**src/sv/lac_pkg.sv**
```systemverilog
// ----------------------------------------------------------------------------
// lac_pkg
// Shared constants and the divide-by-255 helper for the layer compositor.
// ----------------------------------------------------------------------------
package lac_pkg;

    localparam int unsigned CHANNELS   = 3;
    localparam int unsigned CHAN_W     = 8;
    localparam int unsigned PIXEL_W    = CHANNELS * CHAN_W;
    localparam int unsigned OVERLAY_W  = 32;
    localparam int unsigned ALPHA_LSB  = 24;
    localparam int unsigned PROD_W     = 2 * CHAN_W;

    localparam logic [CHAN_W-1:0] FULL_SCALE = 8'hFF;

    // floor(x / 255) for x up to 255*255, by reciprocal with correction
    function automatic logic [CHAN_W-1:0] div255(input logic [PROD_W-1:0] x);
        logic [PROD_W:0] s;
        s = {1'b0, x} + {9'd0, x[PROD_W-1:CHAN_W]} + 17'd1;
        return s[PROD_W-1:CHAN_W];
    endfunction

endpackage

```
**src/sv/lac_blend_stage.sv**
```systemverilog
// ----------------------------------------------------------------------------
// lac_blend_stage
// Blends one overlay pixel over the running accumulator, all three channels,
// in two register stages: products, then scaled sum.
// ----------------------------------------------------------------------------
module lac_blend_stage (
    input  logic                               i_clk,
    input  logic                               i_rst_n,
    input  logic                               i_valid,
    input  logic [lac_pkg::PIXEL_W-1:0]        i_acc,
    input  logic [lac_pkg::OVERLAY_W-1:0]      i_overlay,
    output logic                               o_valid,
    output logic [lac_pkg::PIXEL_W-1:0]        o_acc
);

    logic [lac_pkg::PROD_W-1:0] r_prod_c [lac_pkg::CHANNELS];
    logic [lac_pkg::PROD_W-1:0] r_prod_b [lac_pkg::CHANNELS];
    logic [lac_pkg::PROD_W-1:0] n_prod_c [lac_pkg::CHANNELS];
    logic [lac_pkg::PROD_W-1:0] n_prod_b [lac_pkg::CHANNELS];
    logic [lac_pkg::PIXEL_W-1:0] r_acc;
    logic [lac_pkg::PIXEL_W-1:0] n_acc;
    logic                        r_valid_p;
    logic                        r_valid_s;
    logic [lac_pkg::CHAN_W-1:0]  alpha;
    logic [lac_pkg::CHAN_W-1:0]  inv_alpha;

    assign alpha     = i_overlay[lac_pkg::ALPHA_LSB +: lac_pkg::CHAN_W];
    assign inv_alpha = lac_pkg::FULL_SCALE - alpha;

    // overlay and background products per channel
    always_comb begin
        for (int ch = 0; ch < lac_pkg::CHANNELS; ch++) begin
            n_prod_c[ch] = {8'd0, i_overlay[ch*lac_pkg::CHAN_W +: lac_pkg::CHAN_W]}
                         * {8'd0, alpha};
            n_prod_b[ch] = {8'd0, i_acc[ch*lac_pkg::CHAN_W +: lac_pkg::CHAN_W]}
                         * {8'd0, inv_alpha};
        end
    end

    // two truncated quotients summed; the sum stays within a byte
    always_comb begin
        logic [lac_pkg::CHAN_W:0] sum;
        sum   = '0;
        n_acc = '0;
        for (int ch = 0; ch < lac_pkg::CHANNELS; ch++) begin
            sum = {1'b0, lac_pkg::div255(r_prod_c[ch])}
                + {1'b0, lac_pkg::div255(r_prod_b[ch])};
            n_acc[ch*lac_pkg::CHAN_W +: lac_pkg::CHAN_W] = sum[lac_pkg::CHAN_W-1:0];
        end
    end

    // data registers
    always_ff @(posedge i_clk) begin
        r_prod_c <= n_prod_c;
        r_prod_b <= n_prod_b;
        r_acc    <= n_acc;
    end

    // valid bits follow the word
    always_ff @(posedge i_clk) begin
        if (!i_rst_n) begin
            r_valid_p <= 1'b0;
            r_valid_s <= 1'b0;
        end else begin
            r_valid_p <= i_valid;
            r_valid_s <= r_valid_p;
        end
    end

    assign o_valid = r_valid_s;
    assign o_acc   = r_acc;

endmodule

```
**src/sv/layer_alpha_compositor.sv**
```systemverilog
// ----------------------------------------------------------------------------
// layer_alpha_compositor
// Two register stages per overlay, from start to o_done through all three overlays.
// Throughput: one word per cycle; busy is always low, every stage of each
// overlay layer's multiply and scaled sum takes a new word in every cycle.
// Reset clears the valid bits only; results are never held off.
// ----------------------------------------------------------------------------
module layer_alpha_compositor (
    input  logic                           i_clk,
    input  logic                           i_rst_n,
    input  logic                           start,
    output logic                           busy,
    input  logic [lac_pkg::PIXEL_W-1:0]    i_base_rgb,
    input  logic [lac_pkg::OVERLAY_W-1:0]  i_overlay_low,
    input  logic [lac_pkg::OVERLAY_W-1:0]  i_overlay_mid,
    input  logic [lac_pkg::OVERLAY_W-1:0]  i_overlay_top,
    output logic                           o_done,
    output logic [lac_pkg::PIXEL_W-1:0]    o_blended_rgb
);

    logic [lac_pkg::OVERLAY_W-1:0] r_mid_d1;
    logic [lac_pkg::OVERLAY_W-1:0] r_mid_d2;
    logic [lac_pkg::OVERLAY_W-1:0] r_top_d1;
    logic [lac_pkg::OVERLAY_W-1:0] r_top_d2;
    logic [lac_pkg::OVERLAY_W-1:0] r_top_d3;
    logic [lac_pkg::OVERLAY_W-1:0] r_top_d4;
    logic                          valid_low;
    logic                          valid_mid;
    logic [lac_pkg::PIXEL_W-1:0]   acc_low;
    logic [lac_pkg::PIXEL_W-1:0]   acc_mid;

    assign busy = 1'b0;

    // later overlays wait until their layer's stage comes round
    always_ff @(posedge i_clk) begin
        r_mid_d1 <= i_overlay_mid;
        r_mid_d2 <= r_mid_d1;
        r_top_d1 <= i_overlay_top;
        r_top_d2 <= r_top_d1;
        r_top_d3 <= r_top_d2;
        r_top_d4 <= r_top_d3;
    end

    // lowest overlay over the background
    lac_blend_stage u_blend_low (
        .i_clk     (i_clk),
        .i_rst_n   (i_rst_n),
        .i_valid   (start),
        .i_acc     (i_base_rgb),
        .i_overlay (i_overlay_low),
        .o_valid   (valid_low),
        .o_acc     (acc_low)
    );

    // middle overlay
    lac_blend_stage u_blend_mid (
        .i_clk     (i_clk),
        .i_rst_n   (i_rst_n),
        .i_valid   (valid_low),
        .i_acc     (acc_low),
        .i_overlay (r_mid_d2),
        .o_valid   (valid_mid),
        .o_acc     (acc_mid)
    );

    // top overlay, drives the result ports
    lac_blend_stage u_blend_top (
        .i_clk     (i_clk),
        .i_rst_n   (i_rst_n),
        .i_valid   (valid_mid),
        .i_acc     (acc_mid),
        .i_overlay (r_top_d4),
        .o_valid   (o_done),
        .o_acc     (o_blended_rgb)
    );

endmodule
```
**config.mk**
```make
export PLATFORM = sky130hd
export DESIGN_NAME = layer_alpha_compositor
export DESIGN_NICKNAME = d
export VERILOG_FILES = /design/src/sv/lac_pkg.sv /design/src/sv/lac_blend_stage.sv /design/src/sv/layer_alpha_compositor.sv
export SDC_FILE = /design/constraint.sdc
export NUM_CORES = 2
export LEC_CHECK = 0
export CAP_MARGIN = 20
export CORE_AREA = 2 2 323 325
export DETAILED_ROUTE_END_ITERATION = 6
export DIE_AREA = 0 0 325 327
export DONT_BUFFER_PORTS = 1
export PLACE_DENSITY = 0.7
export SYNTH_ARGS = -nofsm -noshare
export SYNTH_HDL_FRONTEND = slang
export SYNTH_SLANG_ARGS = --single-unit
export TNS_END_PERCENT = 30
```
**constraint.sdc**
```tcl
create_clock -name i_clk -period 11.6 [get_ports i_clk]
set_input_delay 1.16 -clock i_clk [delete_from_list [all_inputs] [get_ports i_clk]]
set_output_delay 1.16 -clock i_clk [all_outputs]
set_load 0.05 [all_outputs]
```
==> results.md <==
* Status: finished, final reports clean
* Std cell rows at 118
* Detailed-route vias per instance at 5.191
* Synth area leaders: fa_1 23%, dfxtp_1 20%, ha_1 19%
* Max_cap viols at 0
* Initial antenna violation count at 0
* Worst slew pin tran at 780.3 ps
* Worst-skew pair later-pin latency at 640 ps
* Cts hold-fix bufs at 0
* Total number of yosys warnings at 0
* DR DRC count at 0
* Critical Path Fanout Max at 42
* Layout cells sized above 1 at 3.156%
* Synth Instances at 5,876
* Final Hold Viols at 0
* Antenna Nets Post-Route at 0
* Fin Setup TNS at 0 ps
* Clk root buf: clkbuf_16
* Cell taking the most area after synthesis: fa_1
* First-pass GRT wire length at 190,500 µm
* Vias in the first global route at 39,830
* Total Routed Length at 110,900 µm
* Synth Flop Type: dfxtp_1
* Cell variety after synth at 64
* Final setup fails at 0
* Worst EP required at 12,120 ps
* Crit Path Class: register to register
* Core footprint at 102,900 µm²
* Critical path launch point type: register
* Post-cts sizing count at 0
* Gpl congestion at 0.8297
* Yosys top cell area share at 23.44%
* Area grow syn2layout at 6.703%
* # IOs at 149
* R2r setup slk at 6720 ps
* CP endpoint kind: register
* Number of synthesized flops with an enable pin at 0
* Crit path arrival time at 5400 ps
* TritonRoute pass-1 iters at 5
* Nets at 7,457
* Clock-pin slew on the worst setup and hold paths at 70 ps
* RSZ-0062 raised after global routing: no
* Remaining global-route overflow at 0
* DPL Wire Length at 86,190 µm
* WL/cell at 15.25 µm
* Hold-critical path depth at 0
* H-Tree Depth at 3
* Clock buffer depth at 3
* Die area at 106,300 µm²
* Most frequent cells after synthesis: 930 x inv_1, 837 x ha_1, 657 x fa_1
* Post-synth ARST share at 0%
* CTS Sinks at 558
* Avg Cell Area, Syn at 9.549 µm²
* Critical Path End: u_blend_top.r_prod_b[47]
* Final Critical Period at 4879 ps
* CTS tree: done
* Via count at 37,760
* Mapped Area at 56,110 µm²
* Reg-to-reg critical path startpoint: r_top_d4[28]
* Largest net degree at the start of global routing at 49
* Count leader, synth: inv_1
* Relative slew slack at 47.91%
* Max Clk Rate at 205.0 MHz
* Post-route clock period utilization at 42.06%
* Clock Skew at 16.22 ps
* Fillers at 8,920
* Initial DRC count at 1,545
* Setup crit start: r_top_d4[28]
* Slew Viols, Final at 0
* Die height at 327 µm
* Sequential element share of the synthesized area at 19.91%
* Initial core utilization at 54.53%
* Total track usage at 21.61%
* Die width at 325 µm
* Num CTS Buffers at 68
* Worst Reg-to-Reg Cells at 18
* Syn_nets at 7,493
* PortBufs at 0
* Post-CTS Setup Inserts at 0
* Post-synthesis register bit count at 558
* Hold Crit Class: register to register
* RR Endpoint: u_blend_top.r_prod_b[47]
## worst max-delay path: stages, from the launching register on
cell and delay (ps):
dfxtp_1 410, buf_4 470, nor2b_1 130, fa_1 510, inv_1 60, fa_1 530, inv_1 50, fa_1 470
inv_1 50, fa_1 470, inv_1 40, ha_1 310, o21a_1 120, o31a_1 130, o211ai_2 180, a21oi_1 100
a2111oi_2 430, a21oi_1 140, xnor2_1 140
## worst min-delay path by stage
stage / to / slack (ps) / start
floorplan: r_mid_d2[0] / 310 / r_mid_d1[0]
global placement: r_top_d4[19] / 310 / r_top_d3[19]
detailed placement: r_mid_d2[17] / 310 / r_mid_d1[17]
CTS: r_top_d4[0] / 310 / r_top_d3[0]
global route: r_top_d4[0] / 320 / r_top_d3[0]
finish: r_top_d4[0] / 320 / r_top_d3[0]
## kinds of logic (layout without fill, tap and decap cells)
logic type / Yosys count / count (layout) / share of synthesized area, %
buffers and inverters: 1052 / 1070 / 7.044
AO/OA/AOI/OAI: 574 / 574 / 6.841
XOR/XNOR: 382 / 382 / 6.012
other: 1 / 2 / 0.006683
flip-flops: 558 / 558 / 19.91
adder cells (fa/ha/maj): 1494 / 1494 / 42.10
AND/OR/NAND/NOR: 1815 / 1815 / 18.09
## area by class of cell
class	instances	area [µm²]	area share (%)
clock buffer	79	1803	3.011
sequential	558	11170	18.66
antenna	1	2.502	0.004179
inverter	930	3491	5.830
timing repair buffer	16	120.1	0.2006
tap	1380	1727	2.884
clock inverter	45	569.3	0.9508
multi-input combinational	4266	40990	68.46
## cell usage in the layout (no fill, tap or decap), types with 7 or more instances in the layout
cell type and count:
xnor2_1 313, nor4_1 15, o21ai_1 29, clkinv_4 8, dfxtp_1 557, o31a_1 19
nor2_1 168, o211ai_2 10, and2_1 468, o21ai_0 65, nor3_1 42, clkinv_2 11
a21oi_1 225, a31oi_1 9, inv_6 7, ha_1 837, o21a_1 76, o211ai_1 22
or3_1 16, buf_4 16, clkbuf_16 68, nor2b_1 509, nand2b_1 142, a211oi_1 21
nand4_1 25, and3_1 43, or2_2 13, a21o_1 24, inv_1 930, fa_1 657
a2111oi_2 14, nand2_1 267, nand3_1 93, bufinv_16 8, xor2_1 67
## state kept, by name, indices dropped and copies added (netlist names), 24 cells and up
register / cells
u_blend_low.r_prod_b: 48
u_blend_low.r_prod_c: 48
u_blend_mid.r_prod_b: 48
u_blend_mid.r_prod_c: 48
u_blend_top.r_prod_b: 48
u_blend_top.r_prod_c: 48
r_mid_d1: 32
r_mid_d2: 32
r_top_d1: 32
r_top_d2: 32
r_top_d3: 32
r_top_d4: 32
u_blend_low.o_acc: 24
u_blend_mid.o_acc: 24
u_blend_top.o_acc: 24
## metal layers
| metal | vias to the layer above | GRT usage [%] | routed length (µm) |
|---|---|---|---|
| met1 | 18460 | 26.31 | 48390 |
| met2 | 558 | 38.89 | 54940 |
| met3 | 170 | 3.506 | 4588 |
| li1 | 18570 | - | - |
| met5 | - | 0 | 0 |
| met4 | 0 | 7.105 | 3019 |
## metrics by stage
stage | instance area [µm²] | cells | setup slack [ps] | hold WS, ps | utilization [%]
after global routing | 59870 | 7274 | 6388 | 316.4 | 58.18
after floorplan | 56110 | 5876 | 6173 | 309.6 | -
after global placement | 57500 | 7150 | 6458 | 310.3 | 55.88
after detailed placement | 57500 | 7150 | 6361 | 312.1 | 55.88
final | 59870 | 7275 | 6721 | 315.1 | 58.18
after CTS | 59870 | 7274 | 6714 | 314.4 | 58.18
Power is not shown: default switching activity piles up to over one toggle a cycle in this logic, so the estimate is an artifact.
